===== src/sv/gas_event_detector_classifier_defines.svh =====
// Assertion helpers for the gas event detector.
`ifndef GAS_EVENT_DETECTOR_CLASSIFIER_DEFINES_SVH
`define GAS_EVENT_DETECTOR_CLASSIFIER_DEFINES_SVH

// Same-cycle implication, off while reset is asserted
`define GEDC_ASSERT(label, clk, rst_n, pre, post) \
  label: assert property (@(posedge clk) disable iff (!rst_n) (pre) |-> (post)) \
    else $error("gedc: assertion failed");

// Next-cycle implication, off while reset is asserted
`define GEDC_ASSERT_NEXT(label, clk, rst_n, pre, post) \
  label: assert property (@(posedge clk) disable iff (!rst_n) (pre) |=> (post)) \
    else $error("gedc: assertion failed");

`endif


===== src/sv/gedc_pkg.sv =====
package gedc_pkg;

  // Field widths
  localparam int SAMPLE_BITS  = 16;
  localparam int TICK_BITS    = 16;
  localparam int CFG_BITS     = 16;
  localparam int FRAC_BITS    = 8;
  localparam int ACC_BITS     = SAMPLE_BITS + FRAC_BITS;
  localparam int CLASS_BITS   = 2;
  localparam int CFG_IDX_BITS = 3;

  // Widths for exact compares
  localparam int DELTA_BITS = CFG_BITS + FRAC_BITS;
  localparam int SUM_BITS   = ((ACC_BITS > DELTA_BITS) ? ACC_BITS : DELTA_BITS) + 1;
  localparam int CMP_BITS   = (TICK_BITS > CFG_BITS) ? TICK_BITS : CFG_BITS;

  typedef logic [SAMPLE_BITS-1:0] sample_t;
  typedef logic [TICK_BITS-1:0]   tick_t;
  typedef logic [ACC_BITS-1:0]    acc_t;
  typedef logic [CFG_BITS-1:0]    cfg_word_t;

  localparam tick_t TICK_MAX = '1;

  typedef enum logic [CFG_IDX_BITS-1:0] {
    CFG_EMA_ALPHA  = 3'd0,
    CFG_TRIGGER    = 3'd1,
    CFG_HYSTERESIS = 3'd2,
    CFG_END_TICKS  = 3'd3,
    CFG_FAST_PEAK  = 3'd4,
    CFG_COOLDOWN   = 3'd5,
    CFG_HIGH_PEAK  = 3'd6
  } cfg_idx_e;

  typedef enum logic [CLASS_BITS-1:0] {
    CLASS_NONE      = 2'd0,
    CLASS_FAST_HIGH = 2'd1,
    CLASS_SLOW_LOW  = 2'd2
  } class_e;

  typedef enum logic [2:0] {
    PH_IDLE   = 3'b001,
    PH_ACTIVE = 3'b010,
    PH_COOL   = 3'b100
  } phase_e;

  typedef struct packed {
    cfg_word_t ema_alpha;
    cfg_word_t trigger_delta;
    cfg_word_t hysteresis_delta;
    cfg_word_t end_ticks;
    cfg_word_t fast_peak_ticks;
    cfg_word_t cooldown_length;
    cfg_word_t high_peak_delta;
  } cfg_t;

  localparam cfg_t CFG_RESET = '{
    ema_alpha:        cfg_word_t'(3277),
    trigger_delta:    cfg_word_t'(160),
    hysteresis_delta: cfg_word_t'(80),
    end_ticks:        cfg_word_t'(3),
    fast_peak_ticks:  cfg_word_t'(5),
    cooldown_length:  cfg_word_t'(30),
    high_peak_delta:  cfg_word_t'(480)
  };

  typedef struct packed {
    class_e  event_class;
    sample_t base_level;
  } result_t;

  // Tick counters stick at all-ones
  function automatic tick_t sat_inc(tick_t v);
    return (v == TICK_MAX) ? v : v + tick_t'(1);
  endfunction

endpackage


===== src/sv/gedc_if.sv =====
// Sample input channel
interface gedc_sample_if import gedc_pkg::*; ();
  logic    valid;
  logic    ready;
  sample_t sample_ppm;

  modport source (output valid, output sample_ppm, input ready);
  modport sink   (input valid, input sample_ppm, output ready);
endinterface

// Result output channel
interface gedc_result_if import gedc_pkg::*; ();
  logic                  valid;
  logic                  ready;
  logic [CLASS_BITS-1:0] event_class;
  sample_t               base_level;

  modport source (output valid, output event_class, output base_level, input ready);
  modport sink   (input valid, input event_class, input base_level, output ready);
endinterface

// Register write channel
interface gedc_cfg_if import gedc_pkg::*; ();
  logic                    valid;
  logic                    ready;
  logic [CFG_IDX_BITS-1:0] index;
  cfg_word_t               data;

  modport source (output valid, output index, output data, input ready);
  modport sink   (input valid, input index, input data, output ready);
endinterface


===== src/sv/gedc_cfg_regs.sv =====
module gedc_cfg_regs import gedc_pkg::*; (
  input  logic       clk_i,
  input  logic       rst_ni,
  gedc_cfg_if.sink   cfg_i,
  output cfg_t       cfg_o
);

  cfg_t cfg_q, cfg_d;

  // Writes are always accepted; ready is tied high
  assign cfg_i.ready = 1'b1;

  // Decode register index; unknown indexes are dropped
  always_comb begin
    cfg_d = cfg_q;
    if (cfg_i.valid) begin
      unique case (cfg_idx_e'(cfg_i.index))
        CFG_EMA_ALPHA:  cfg_d.ema_alpha        = cfg_i.data;
        CFG_TRIGGER:    cfg_d.trigger_delta    = cfg_i.data;
        CFG_HYSTERESIS: cfg_d.hysteresis_delta = cfg_i.data;
        CFG_END_TICKS:  cfg_d.end_ticks        = cfg_i.data;
        CFG_FAST_PEAK:  cfg_d.fast_peak_ticks  = cfg_i.data;
        CFG_COOLDOWN:   cfg_d.cooldown_length  = cfg_i.data;
        CFG_HIGH_PEAK:  cfg_d.high_peak_delta  = cfg_i.data;
        default: ;
      endcase
    end
  end

  always_ff @(posedge clk_i or negedge rst_ni) begin
    if (!rst_ni) begin
      cfg_q <= CFG_RESET;
    end else begin
      cfg_q <= cfg_d;
    end
  end

  assign cfg_o = cfg_q;

endmodule


===== src/sv/gedc_core.sv =====
`include "gas_event_detector_classifier_defines.svh"

module gedc_core import gedc_pkg::*; (
  input  logic    clk_i,
  input  logic    rst_ni,
  input  logic    step_i,
  input  sample_t sample_i,
  input  cfg_t    cfg_i,
  output result_t res_o
);

  logic    primed_q, primed_d;
  phase_e  phase_q, phase_d;
  acc_t    base_q, base_d;
  sample_t peak_q, peak_d;
  tick_t   ev_tick_q, ev_tick_d;
  tick_t   pk_tick_q, pk_tick_d;
  tick_t   near_q, near_d;
  tick_t   cool_q, cool_d;
  class_e  held_q, held_d;

  acc_t                  s12;
  logic                  d_pos;
  acc_t                  d_mag;
  logic [ACC_BITS+CFG_BITS-1:0] prod;
  acc_t                  ema_step;
  acc_t                  base_ema;
  logic [SUM_BITS-1:0]   trig_thr;
  logic [SUM_BITS-1:0]   near_thr;
  logic [SUM_BITS-1:0]   high_thr;
  tick_t                 ev_inc;
  tick_t                 near_nxt;
  tick_t                 cool_inc;
  logic                  pk_upd;
  sample_t               peak_nxt;
  tick_t                 pk_tick_nxt;
  logic                  fast;
  logic                  high;

  assign s12 = {sample_i, FRAC_BITS'(0)};

  // EMA step, truncated toward zero
  assign d_pos    = (s12 >= base_q);
  assign d_mag    = d_pos ? (s12 - base_q) : (base_q - s12);
  assign prod     = cfg_i.ema_alpha * d_mag;
  assign ema_step = prod[ACC_BITS+CFG_BITS-1:CFG_BITS];
  assign base_ema = d_pos ? (base_q + ema_step) : (base_q - ema_step);

  // Thresholds in Q16.8
  assign trig_thr = SUM_BITS'(base_ema) + SUM_BITS'({cfg_i.trigger_delta, FRAC_BITS'(0)});
  assign near_thr = SUM_BITS'(base_q) + SUM_BITS'({cfg_i.hysteresis_delta, FRAC_BITS'(0)});
  assign high_thr = SUM_BITS'(base_q) + SUM_BITS'({cfg_i.high_peak_delta, FRAC_BITS'(0)});

  assign ev_inc   = sat_inc(ev_tick_q);
  assign near_nxt = (SUM_BITS'(s12) < near_thr) ? sat_inc(near_q) : '0;
  assign cool_inc = sat_inc(cool_q);

  // Peak tracking for an active sample
  assign pk_upd      = (sample_i > peak_q);
  assign peak_nxt    = pk_upd ? sample_i : peak_q;
  assign pk_tick_nxt = pk_upd ? ev_inc : pk_tick_q;

  // Classification uses the peak as updated by this sample
  assign fast = CMP_BITS'(pk_tick_nxt) <= CMP_BITS'(cfg_i.fast_peak_ticks);
  assign high = SUM_BITS'({peak_nxt, FRAC_BITS'(0)}) > high_thr;

  // Next state for one sample
  always_comb begin
    primed_d  = primed_q;
    phase_d   = phase_q;
    base_d    = base_q;
    peak_d    = peak_q;
    ev_tick_d = ev_tick_q;
    pk_tick_d = pk_tick_q;
    near_d    = near_q;
    cool_d    = cool_q;
    held_d    = held_q;
    if (step_i) begin
      if (!primed_q) begin
        base_d   = s12;
        primed_d = 1'b1;
      end else begin
        unique case (phase_q)
          PH_ACTIVE: begin
            ev_tick_d = ev_inc;
            peak_d    = peak_nxt;
            pk_tick_d = pk_tick_nxt;
            near_d    = near_nxt;
            if (CMP_BITS'(near_nxt) >= CMP_BITS'(cfg_i.end_ticks)) begin
              held_d  = (fast || high) ? CLASS_FAST_HIGH : CLASS_SLOW_LOW;
              phase_d = PH_COOL;
              cool_d  = '0;
            end
          end
          PH_COOL: begin
            cool_d = cool_inc;
            if (CMP_BITS'(cool_inc) >= CMP_BITS'(cfg_i.cooldown_length)) begin
              phase_d = PH_IDLE;
              held_d  = CLASS_NONE;
            end
          end
          default: begin
            // idle, and any stray code
            phase_d = PH_IDLE;
            base_d  = base_ema;
            if (SUM_BITS'(s12) > trig_thr) begin
              phase_d   = PH_ACTIVE;
              peak_d    = sample_i;
              ev_tick_d = tick_t'(1);
              pk_tick_d = tick_t'(1);
              near_d    = '0;
            end
          end
        endcase
      end
    end
  end

  always_ff @(posedge clk_i or negedge rst_ni) begin
    if (!rst_ni) begin
      primed_q  <= 1'b0;
      phase_q   <= PH_IDLE;
      base_q    <= '0;
      peak_q    <= '0;
      ev_tick_q <= '0;
      pk_tick_q <= '0;
      near_q    <= '0;
      cool_q    <= '0;
      held_q    <= CLASS_NONE;
    end else begin
      primed_q  <= primed_d;
      phase_q   <= phase_d;
      base_q    <= base_d;
      peak_q    <= peak_d;
      ev_tick_q <= ev_tick_d;
      pk_tick_q <= pk_tick_d;
      near_q    <= near_d;
      cool_q    <= cool_d;
      held_q    <= held_d;
    end
  end

  // Result word for the sample being stepped
  assign res_o.event_class = held_d;
  assign res_o.base_level  = base_d[ACC_BITS-1:FRAC_BITS];

  // A class is only held during cooldown
  `GEDC_ASSERT(a_class_in_cool, clk_i, rst_ni, held_q != CLASS_NONE, phase_q == PH_COOL)
  // Peak never lies after the current event tick
  `GEDC_ASSERT(a_peak_tick_order, clk_i, rst_ni, phase_q == PH_ACTIVE, pk_tick_q <= ev_tick_q)
  // First sample loads the baseline directly
  `GEDC_ASSERT_NEXT(a_prime_load, clk_i, rst_ni, step_i && !primed_q,
                    base_q == $past(s12) && primed_q)
  // Idle never jumps straight to cooldown
  `GEDC_ASSERT_NEXT(a_idle_no_cool, clk_i, rst_ni, step_i && phase_q == PH_IDLE,
                    phase_q != PH_COOL)

endmodule


===== src/sv/gas_event_detector_classifier.sv =====
// Path: a sample word accepted into the input register is stepped through the detector
// core, and its result word is written to the result register when that register is free.
// Throughput: one sample word per cycle while the result channel is ready; the detector
// state is updated combinationally between the input register and the result register.
// Reset (rst_ni low, asynchronous): configuration registers return to their defaults,
// valid flags and detector state are cleared and the next sample only primes the baseline.
module gas_event_detector_classifier import gedc_pkg::*; (
  input  logic          clk_i,
  input  logic          rst_ni,
  gedc_cfg_if.sink      cfg_i,
  gedc_sample_if.sink   sample_i,
  gedc_result_if.source result_o
);

  cfg_t    cfg;
  result_t core_res;

  logic    in_valid_q, in_valid_d;
  sample_t in_sample_q;
  logic    out_valid_q, out_valid_d;
  result_t out_res_q;
  logic    advance;
  logic    in_take;

  gedc_cfg_regs u_cfg_regs (
    .clk_i  (clk_i),
    .rst_ni (rst_ni),
    .cfg_i  (cfg_i),
    .cfg_o  (cfg)
  );

  // Handshake: input stage moves on when the result register is free
  assign advance        = in_valid_q && (!out_valid_q || result_o.ready);
  assign sample_i.ready = !in_valid_q || advance;
  assign in_take        = sample_i.valid && sample_i.ready;

  always_comb begin
    in_valid_d = in_valid_q;
    if (in_take) begin
      in_valid_d = 1'b1;
    end else if (advance) begin
      in_valid_d = 1'b0;
    end
  end

  always_comb begin
    out_valid_d = out_valid_q;
    if (advance) begin
      out_valid_d = 1'b1;
    end else if (result_o.ready) begin
      out_valid_d = 1'b0;
    end
  end

  gedc_core u_core (
    .clk_i    (clk_i),
    .rst_ni   (rst_ni),
    .step_i   (advance),
    .sample_i (in_sample_q),
    .cfg_i    (cfg),
    .res_o    (core_res)
  );

  // Valid flags
  always_ff @(posedge clk_i or negedge rst_ni) begin
    if (!rst_ni) begin
      in_valid_q  <= 1'b0;
      out_valid_q <= 1'b0;
    end else begin
      in_valid_q  <= in_valid_d;
      out_valid_q <= out_valid_d;
    end
  end

  // Payload registers
  always_ff @(posedge clk_i) begin
    if (in_take) begin
      in_sample_q <= sample_i.sample_ppm;
    end
    if (advance) begin
      out_res_q <= core_res;
    end
  end

  assign result_o.valid       = out_valid_q;
  assign result_o.event_class = out_res_q.event_class;
  assign result_o.base_level  = out_res_q.base_level;

endmodule

===== src/flat_wrapper.sv =====
// flat-port wrapper written by rule: the top's interface ports become plain ports
module gas_event_detector_classifier_flat import gedc_pkg::*;
  (clk_i, rst_ni, cfg_i_valid, cfg_i_index, cfg_i_data, cfg_i_ready, sample_i_valid, sample_i_sample_ppm, sample_i_ready, result_o_valid, result_o_event_class, result_o_base_level, result_o_ready);
  gedc_cfg_if cfg_i_i ();
  gedc_sample_if sample_i_i ();
  gedc_result_if result_o_i ();
  input  logic clk_i;
  input  logic rst_ni;
  input wire logic [$bits(cfg_i_i.valid)-1:0] cfg_i_valid;
  input wire logic [$bits(cfg_i_i.index)-1:0] cfg_i_index;
  input wire logic [$bits(cfg_i_i.data)-1:0] cfg_i_data;
  output wire logic [$bits(cfg_i_i.ready)-1:0] cfg_i_ready;
  input wire logic [$bits(sample_i_i.valid)-1:0] sample_i_valid;
  input wire logic [$bits(sample_i_i.sample_ppm)-1:0] sample_i_sample_ppm;
  output wire logic [$bits(sample_i_i.ready)-1:0] sample_i_ready;
  output wire logic [$bits(result_o_i.valid)-1:0] result_o_valid;
  output wire logic [$bits(result_o_i.event_class)-1:0] result_o_event_class;
  output wire logic [$bits(result_o_i.base_level)-1:0] result_o_base_level;
  input wire logic [$bits(result_o_i.ready)-1:0] result_o_ready;
  assign cfg_i_i.valid = cfg_i_valid;
  assign cfg_i_i.index = cfg_i_index;
  assign cfg_i_i.data = cfg_i_data;
  assign cfg_i_ready = cfg_i_i.ready;
  assign sample_i_i.valid = sample_i_valid;
  assign sample_i_i.sample_ppm = sample_i_sample_ppm;
  assign sample_i_ready = sample_i_i.ready;
  assign result_o_valid = result_o_i.valid;
  assign result_o_event_class = result_o_i.event_class;
  assign result_o_base_level = result_o_i.base_level;
  assign result_o_i.ready = result_o_ready;
  gas_event_detector_classifier u_core (.clk_i(clk_i), .rst_ni(rst_ni), .cfg_i(cfg_i_i), .sample_i(sample_i_i), .result_o(result_o_i));
endmodule

===== config.mk =====
export PLATFORM = sky130hd
export DESIGN_NAME = gas_event_detector_classifier_flat
export DESIGN_NICKNAME = d
export VERILOG_FILES = /design/src/sv/gedc_pkg.sv /design/src/sv/gedc_if.sv /design/src/sv/gedc_cfg_regs.sv /design/src/sv/gedc_core.sv /design/src/sv/gas_event_detector_classifier.sv /design/src/flat_wrapper.sv
export VERILOG_INCLUDE_DIRS = /design/src /design/src/sv
export SDC_FILE = /design/constraint.sdc
export NUM_CORES = 2
export LEC_CHECK = 0
export ABC_AREA = 0
export BUFFER_PORTS_ARGS = -buffer_cell sky130_fd_sc_hd__buf_2
export CAP_MARGIN = 20
export CORE_MARGIN = 5
export CORE_UTILIZATION = 60
export CTS_BUF_LIST = sky130_fd_sc_hd__clkbuf_2
export DETAILED_ROUTE_END_ITERATION = 10
export GPL_ROUTABILITY_DRIVEN = 1
export GPL_TIMING_DRIVEN = 0
export PLACE_DENSITY = 0.85
export SLEW_MARGIN = 20
export SYNTH_ARGS = -nofsm -noshare
export SYNTH_HDL_FRONTEND = slang
export SYNTH_HIERARCHICAL = 1
export SYNTH_SLANG_ARGS = --single-unit

===== constraint.sdc =====
create_clock -name clk_i -period 32.7 [get_ports clk_i]
set_input_delay 3.27 -clock clk_i [delete_from_list [all_inputs] [get_ports clk_i]]
set_output_delay 3.27 -clock clk_i [all_outputs]
set_load 0.05 [all_outputs]

Yosys cells after proc, flatten, opt, wreduce, memory -nomap -nowiden
Cells that the tools add are included.
{ "totals": {"input_bits": 40, "register_bits": 258, "elab_cells": 114} }
{ "classes": {"addsub": 10, "order_cmp": 8, "n_mul": 1, "n_eq_ne": 14, "bitwise_logic": 1, "n_reduce_logical": 24, "muxes": 34} }
{ "ops": {"columns": ["cell", "n"], "rows": [
  ["$mux W16", 10],
  ["$pmux W16 S2", 5],
  ["$mux W24", 5],
  ["$add A24 B24 Y25", 3],
  ["$sub A24 B24 Y24", 3],
  ["$gt A24 B25 Y1", 2],
  ["$add A16 B1 Y16 const B", 3],
  ["$eq A16 B16 Y1 const B", 3],
  ["$mul A16 B24 Y40", 1],
  ["$ge A16 B16 Y1", 2],
  ["$lt A24 B25 Y1", 1],
  ["$add A24 B24 Y24", 1],
  ["$ge A24 B24 Y1", 1],
  ["$gt A16 B16 Y1", 1],
  ["$le A16 B16 Y1", 1],
  ["$reduce_and A2 Y1", 8],
  ["$eq A3 B3 Y1 const B", 4],
  ["$mux W2", 6],
  ["$reduce_and A4 Y1", 3],
  ["$eq A3 B2 Y1 const B", 3],
  ["$reduce_bool A2 Y1", 4],
  ["$mux W3", 2],
  ["$ne A2 B2 Y1 const B", 3],
  ["$pmux W3 S2", 1],
  ["other kinds (9)", 16]
]} }

Logic depth before layout (Yosys ltp)
{ "depth": {"ltp_word": 10, "mapped_depth": 69, "depth_no_buf": 64} }

Cells and area by module
Netlist, hierarchy kept.
{ "modules_own_cells": {"columns": ["module", "area_each_um2", "cells_per_inst", "instances", "seq_area_each_um2"], "rows": [
  ["gedc_core", 26287.7, 3204, 1, 2753.9],
  ["gedc_cfg_regs", 4344.2, 247, 1, 2831.5],
  ["gas_event_detector_classifier", 1124.8, 42, 1, 1071.0]
]} }

Worst setup path after synthesis
OpenSTA, ideal clock, no wires.
{ "synth_timing": {"path_type": "register to register", "start": "reg u_core.u_core.base_q[0]", "end": "reg u_core.u_core.peak_q[10]", "n_path_buf": 6, "path_stages_with_launch": 65, "setup_time_ns": 0.081, "required_ns": 32.619, "arrival_ns": 14.384, "setup_slack_ns": 18.235, "period_less_slack_ns": 14.465, "cell_sequence": "dfrtp_1 -> clkbuf_1 -> clkbuf_1 -> inv_1 -> ha_1 -> a41oi_2 -> a211o_1 -> a21o_1 -> o21ai_1 -> mux2_2 -> a21o_1 -> a21boi_0 -> o21ai_0 -> a21oi_1 -> xnor2_1 -> clkbuf_1 -> nand2_1 -> fa_1 -> [29 not listed] -> a21oi_1 -> xnor2_1 -> ha_1 -> nor2_1 -> nor2_1 -> a31o_2 -> a21o_1 -> a21oi_1 -> o21ai_0 -> xnor2_1 -> ha_1 -> nand4_1 -> nor3_1 -> or4_1 -> o21a_1 -> a21oi_1 -> clkbuf_1 -> mux2i_1"} }
{ "synth_via": {"elab_chain_cells": 9, "elab_cells_between_ends": 12, "classes_between": "add/sub: 5; mul: 1; order compare: 2; mux: 2; reduce/logical: 2"} }
{ "synth_rtl": {"columns": ["item", "line", "source"], "rows": [
  ["start, declared", "gedc_core.sv:14", "acc_t base_q, base_d;"],
  ["start signal, assigned", "gedc_core.sv:133", "base_q <= base_d;"],
  ["$sub A24 B24 Y24 or $ge A24 B24 Y1 (tied branches)", "gedc_core.sv:44, gedc_core.sv:43", null],
  ["$mux W24", "gedc_core.sv:44", "assign d_mag = d_pos ? (s12 - base_q) : (base_q - s12);"],
  ["$mul A16 B24 Y40", "gedc_core.sv:45", "assign prod = cfg_i.ema_alpha * d_mag;"],
  ["$sub A24 B24 Y24 or $add A24 B24 Y24 (tied branches)", "gedc_core.sv:47", "assign base_ema = d_pos ? (base_q + ema_step) : (base_q - ema_step);"],
  ["$mux W24 (*)", "gedc_core.sv:47", null],
  ["$add A24 B24 Y25 (*)", "gedc_core.sv:50", "assign trig_thr = SUM_BITS'(base_ema) + SUM_BITS'({cfg_i.trigger_delta, FRAC_BITS'(0)});"],
  ["$gt A24 B25 Y1 (*)", "gedc_core.sv:106", "if (SUM_BITS'(s12) > trig_thr) begin"],
  ["$reduce_bool A2 Y1 (no source line) (*)", null, null],
  ["$reduce_and A4 Y1 (no source line) (*)", null, null],
  ["end signal, assigned", "gedc_core.sv:134", "peak_q <= peak_d;"],
  ["end, declared", "gedc_core.sv:15", "sample_t peak_q, peak_d;"]
]} }
Every way passes the cells marked *; elsewhere a longest branch is shown, timed or not.
A chain may end at the register's enable or synchronous reset.

Final worst setup path
{ "layout_timing": {"start": "reg u_core.u_core.base_q[0]", "end": "reg u_core.u_core.peak_q[3]"} }
Same word-level chain as after synthesis.

==> impl_metrics.env <==
export IMPL_worstPathRequired_ns=33.53
export IMPL_max_clock_freq_mhz=51.5
export IMPL_grt_start_max_net_pins=91
export IMPL_layout_min_cycle_time_ns=19.42
export IMPL_critical_path_max_fanout=10
export IMPL_crit_path_start_kind="flip-flop"
export IMPL_cp_slowest_cell="sky130_fd_sc_hd__xor2_1"
export IMPL_chipHeight_um=240
export IMPL_critPathMaxStageDelay_ns=0.87
export IMPL_syn_area_per_cell_um2=9.09
export IMPL_route_antenna_remaining_nets=0
export IMPL_timing_max_cap_violations=0
export IMPL_tightestPinTransition_ns=1.09
export IMPL_placeableCoreArea_um2=52600
export IMPL_maxSlewViolCount=0
export IMPL_portBuffers=55
export IMPL_detailed_place_area_um2=33000
export IMPL_ratio_of_routed_vias_to_standard_cells=6.05
export IMPL_grt_use_total_pct=30.6
export IMPL_worst_setup_path_end_kind="flip-flop"
export IMPL_final_setup_skew_ns=0.0835
export IMPL_antenna_found_initial=3
export IMPL_synth_simple_gate_area_share_pct=15.3
export IMPL_ctsHtreeMaxLevel=2
export IMPL_clk_insertion_delay_late_ns=0.98
export IMPL_via_count_of_the_first_global_routing_pass=26600
export IMPL_post_route_cells_drive_above_1_share_pct=9.85
export IMPL_cts_clk_slew_worst_paths_ns=0.11
export IMPL_status="finished clean"
export IMPL_row_count=84
export IMPL_fin_area_um2=33600
export IMPL_boundaryPins=61
export IMPL_fp_dieArea_um2=57600
export IMPL_post_synthesis_compound_gate_area_fraction_pct=13.8
export IMPL_syn_nets=4179
export IMPL_grt_first_pass_wirelength_mm=140
export IMPL_critical_path_class="reg -> reg"
export IMPL_num_vias=26300
export IMPL_dp_hpwl_mm=70.6
export IMPL_cts_num_sinks=258
export IMPL_sequential_fraction_of_the_synthesis_area_pct=21.0
export IMPL_areaGrowthSynthToFinish_pct=5.77
export IMPL_cpMostUsedCell="sky130_fd_sc_hd__clkbuf_1"
export IMPL_post_route_period_util_pct=59.4
export IMPL_critPathArrivalTime_ns=20.26
export IMPL_initial_core_util_pct=60.4
export IMPL_synth_fa_ha_area_share_pct=32.8
export IMPL_cts_post_setup_buffers_inserted=0
export IMPL_synth_edf_count=34
export IMPL_cts_buffer_count=60
export IMPL_postCtsResizedCells=0
export IMPL_setup_tns_final_ns=0
export IMPL_utilization_pct=63.9
export IMPL_rsz0062_at_grt="no"
export IMPL_routabilityCongestion=0.991
export IMPL_drt_drc_violations_left=0
export IMPL_fp_dieW_um=240
export IMPL_synth_area_mux_share_pct=5.30
export IMPL_detailedRoute_firstPassIterationCount=10
export IMPL_asyncSetResetFlopFracSynth_pct=86.8
export IMPL_hold_viol=0
export IMPL_synth_top_family_by_area="adder cells"
export IMPL_synth_area_um2=31800
export IMPL_synth_seq_cells=258
export IMPL_cts_root_buf="sky130_fd_sc_hd__clkbuf_2"
export IMPL_synth_xor_xnor_area_share_pct=4.03
export IMPL_wl_per_cell_um=20.3
export IMPL_layout_nets=4299
export IMPL_grt_overflow=0
export IMPL_multi_input_comb_area_um2=22700
export IMPL_register_area_um2=6660
export IMPL_fillerInstances=4286
export IMPL_hold_class="reg -> reg"
export IMPL_cts_tree="yes"
export IMPL_drt_wl_total_mm=88.5
export IMPL_ys_types=95
export IMPL_cts_buffer_depth=3
export IMPL_cts_hold_buffers=0
export IMPL_setup_viol_count_final=0
export IMPL_ys_dominant_reg_cell="sky130_fd_sc_hd__dfrtp_1"
export IMPL_synth_warning_count=6
export IMPL_syn_instance_count=3493
export IMPL_worst_slew_margin_rel_pct=26.9
export IMPL_drtIter0Drc=2241
==> worst max-delay path, delay by kind of cell, from the launching register on <==
family	cells	cell delay [ns]
compound gates	20	5.49
xor+xnor	4	1.51
fa+ha+maj	11	4.77
buf+inv	13	4.18
flops	1	0.40
mux	1	0.28
simple gates	12	2.65
==> cells by family (layout without fill, tap and decap cells) <==
logic type,after synthesis,count (layout)
and+or+nand+nor,978,978
buffers and inverters,642,814
AOI/OAI and AO/OA,672,672
other,1,4
DFF,258,258
adders and majority gates,647,647
muxes,149,149
xor gates and xnor gates,146,146
==> per-layer routing <==
layer	part of all wire [%]	global-route usage, %	wire [um]	vias up
li1	-	-	-	12000
met1	39	39.8	34800	12800
met2	47	50.8	41700	1280
met3	8.3	4.57	7380	251
met4	5.3	14.4	4730	0
met5	0	0	0	-
==> worst paths after layout <==
check | to | cells past startpoint | slack (ns) | from
setup / recovery | u_core/u_core/peak_q[3]$_DFFE_PN0P_ | 61 | 13.28 | u_core/u_core/base_q[0]$_DFFE_PN0P_
hold / removal | u_core/u_cfg_regs/cfg_o[38]$_DFFE_PN0P_ | 1 | 0.50 | u_core/u_cfg_regs/cfg_o[38]$_DFFE_PN0P_
setup reg to reg | u_core/u_core/peak_q[3]$_DFFE_PN0P_ | 61 | 13.28 | u_core/u_core/base_q[0]$_DFFE_PN0P_
hold reg to reg | u_core/u_cfg_regs/cfg_o[38]$_DFFE_PN0P_ | 1 | 0.50 | u_core/u_cfg_regs/cfg_o[38]$_DFFE_PN0P_
max in group asynchronous | u_core/u_cfg_regs/cfg_o[96]$_DFFE_PN1P_ | 3 | 29.24 | rst_ni
min in group asynchronous | u_core/u_core/ev_tick_q[14]$_DFFE_PN0P_ | 1 | 2.20 | rst_ni
==> state kept, by name, summed over array words and instances, names as in the netlist <==
name,cells
u_core/u_cfg_regs/cfg_o,112
u_core/u_core/base_q,24
u_core/in_sample_q,16
u_core/result_o.base_level,16
u_core/u_core/cool_q,16
u_core/u_core/ev_tick_q,16
u_core/u_core/near_q,16
u_core/u_core/peak_q,16
u_core/u_core/pk_tick_q,16
u_core/u_core/phase_q,3
u_core/result_o.event_class,2
u_core/u_core/held_q,2
u_core/in_valid_q,1
u_core/result_o.valid,1
u_core/u_core/primed_q,1
==> Yosys cell counts, types with 44 or more instances <==
library cell,number,share of area (%)
sky130_fd_sc_hd__a21o_1,100,2.4
sky130_fd_sc_hd__a21oi_1,166,2.6
sky130_fd_sc_hd__and2_1,171,3.4
sky130_fd_sc_hd__clkbuf_1,111,1.3
sky130_fd_sc_hd__dfrtp_1,200,16
sky130_fd_sc_hd__fa_1,310,20
sky130_fd_sc_hd__ha_1,336,13
sky130_fd_sc_hd__inv_1,511,6.0
sky130_fd_sc_hd__mux2_2,113,4.0
sky130_fd_sc_hd__nand2_1,383,4.5
sky130_fd_sc_hd__nand3_1,59,0.93
sky130_fd_sc_hd__nor2_1,130,1.5
sky130_fd_sc_hd__nor3_1,44,0.69
sky130_fd_sc_hd__o21ai_0,148,2.3
sky130_fd_sc_hd__xnor2_1,90,2.5
sky130_fd_sc_hd__xor2_1,56,1.5
==> cell type report <==
cell class | instances | area share [%]
multi-input cells | 2593 | 67.5
flip-flops and latches | 258 | 19.8
inverters | 511 | 5.71
well taps | 688 | 2.56
plain buffers | 131 | 1.64
clock buffers | 88 | 1.31
repair buffers | 58 | 1.04
clock inverters | 26 | 0.432
diodes | 3 | 0.0223
==> cell usage in the layout (no fill, tap or decap), types with 25 or more instances in the layout <==
| cell | count |
|---|---|
| sky130_fd_sc_hd__nand2_1 | 383 |
| sky130_fd_sc_hd__nand3_1 | 59 |
| sky130_fd_sc_hd__edfxtp_1 | 34 |
| sky130_fd_sc_hd__clkbuf_1 | 111 |
| sky130_fd_sc_hd__clkbuf_2 | 88 |
| sky130_fd_sc_hd__nor2_1 | 130 |
| sky130_fd_sc_hd__and2_1 | 170 |
| sky130_fd_sc_hd__dfrtp_1 | 200 |
| sky130_fd_sc_hd__nand4_1 | 34 |
| sky130_fd_sc_hd__xnor2_1 | 88 |
| sky130_fd_sc_hd__nor2b_1 | 30 |
| sky130_fd_sc_hd__a21o_1 | 100 |
| sky130_fd_sc_hd__a21oi_1 | 166 |
| sky130_fd_sc_hd__xor2_1 | 56 |
| sky130_fd_sc_hd__o21ai_0 | 148 |
| sky130_fd_sc_hd__o21bai_1 | 28 |
| sky130_fd_sc_hd__ha_1 | 336 |
| sky130_fd_sc_hd__fa_1 | 310 |
| sky130_fd_sc_hd__buf_2 | 64 |
| sky130_fd_sc_hd__mux2_2 | 113 |
| sky130_fd_sc_hd__inv_1 | 511 |
| sky130_fd_sc_hd__mux2i_1 | 25 |
| sky130_fd_sc_hd__nor3_1 | 43 |
==> through the flow <==
stage	instances	hold slack [ns]	setup WS [ns]
2_1_floorplan	3493	0.442	18.24
3_3_place_gp	4236	0.470	13.81
3_5_place_dp	4238	0.475	13.77
4_1_cts	4352	0.497	13.72
5_1_grt	4354	0.512	12.40
6_report	4356	0.499	13.28
Power is left out: the tool's default activity adds up to more than one toggle a clock period on the data nets, which glitch-free logic cannot reach.
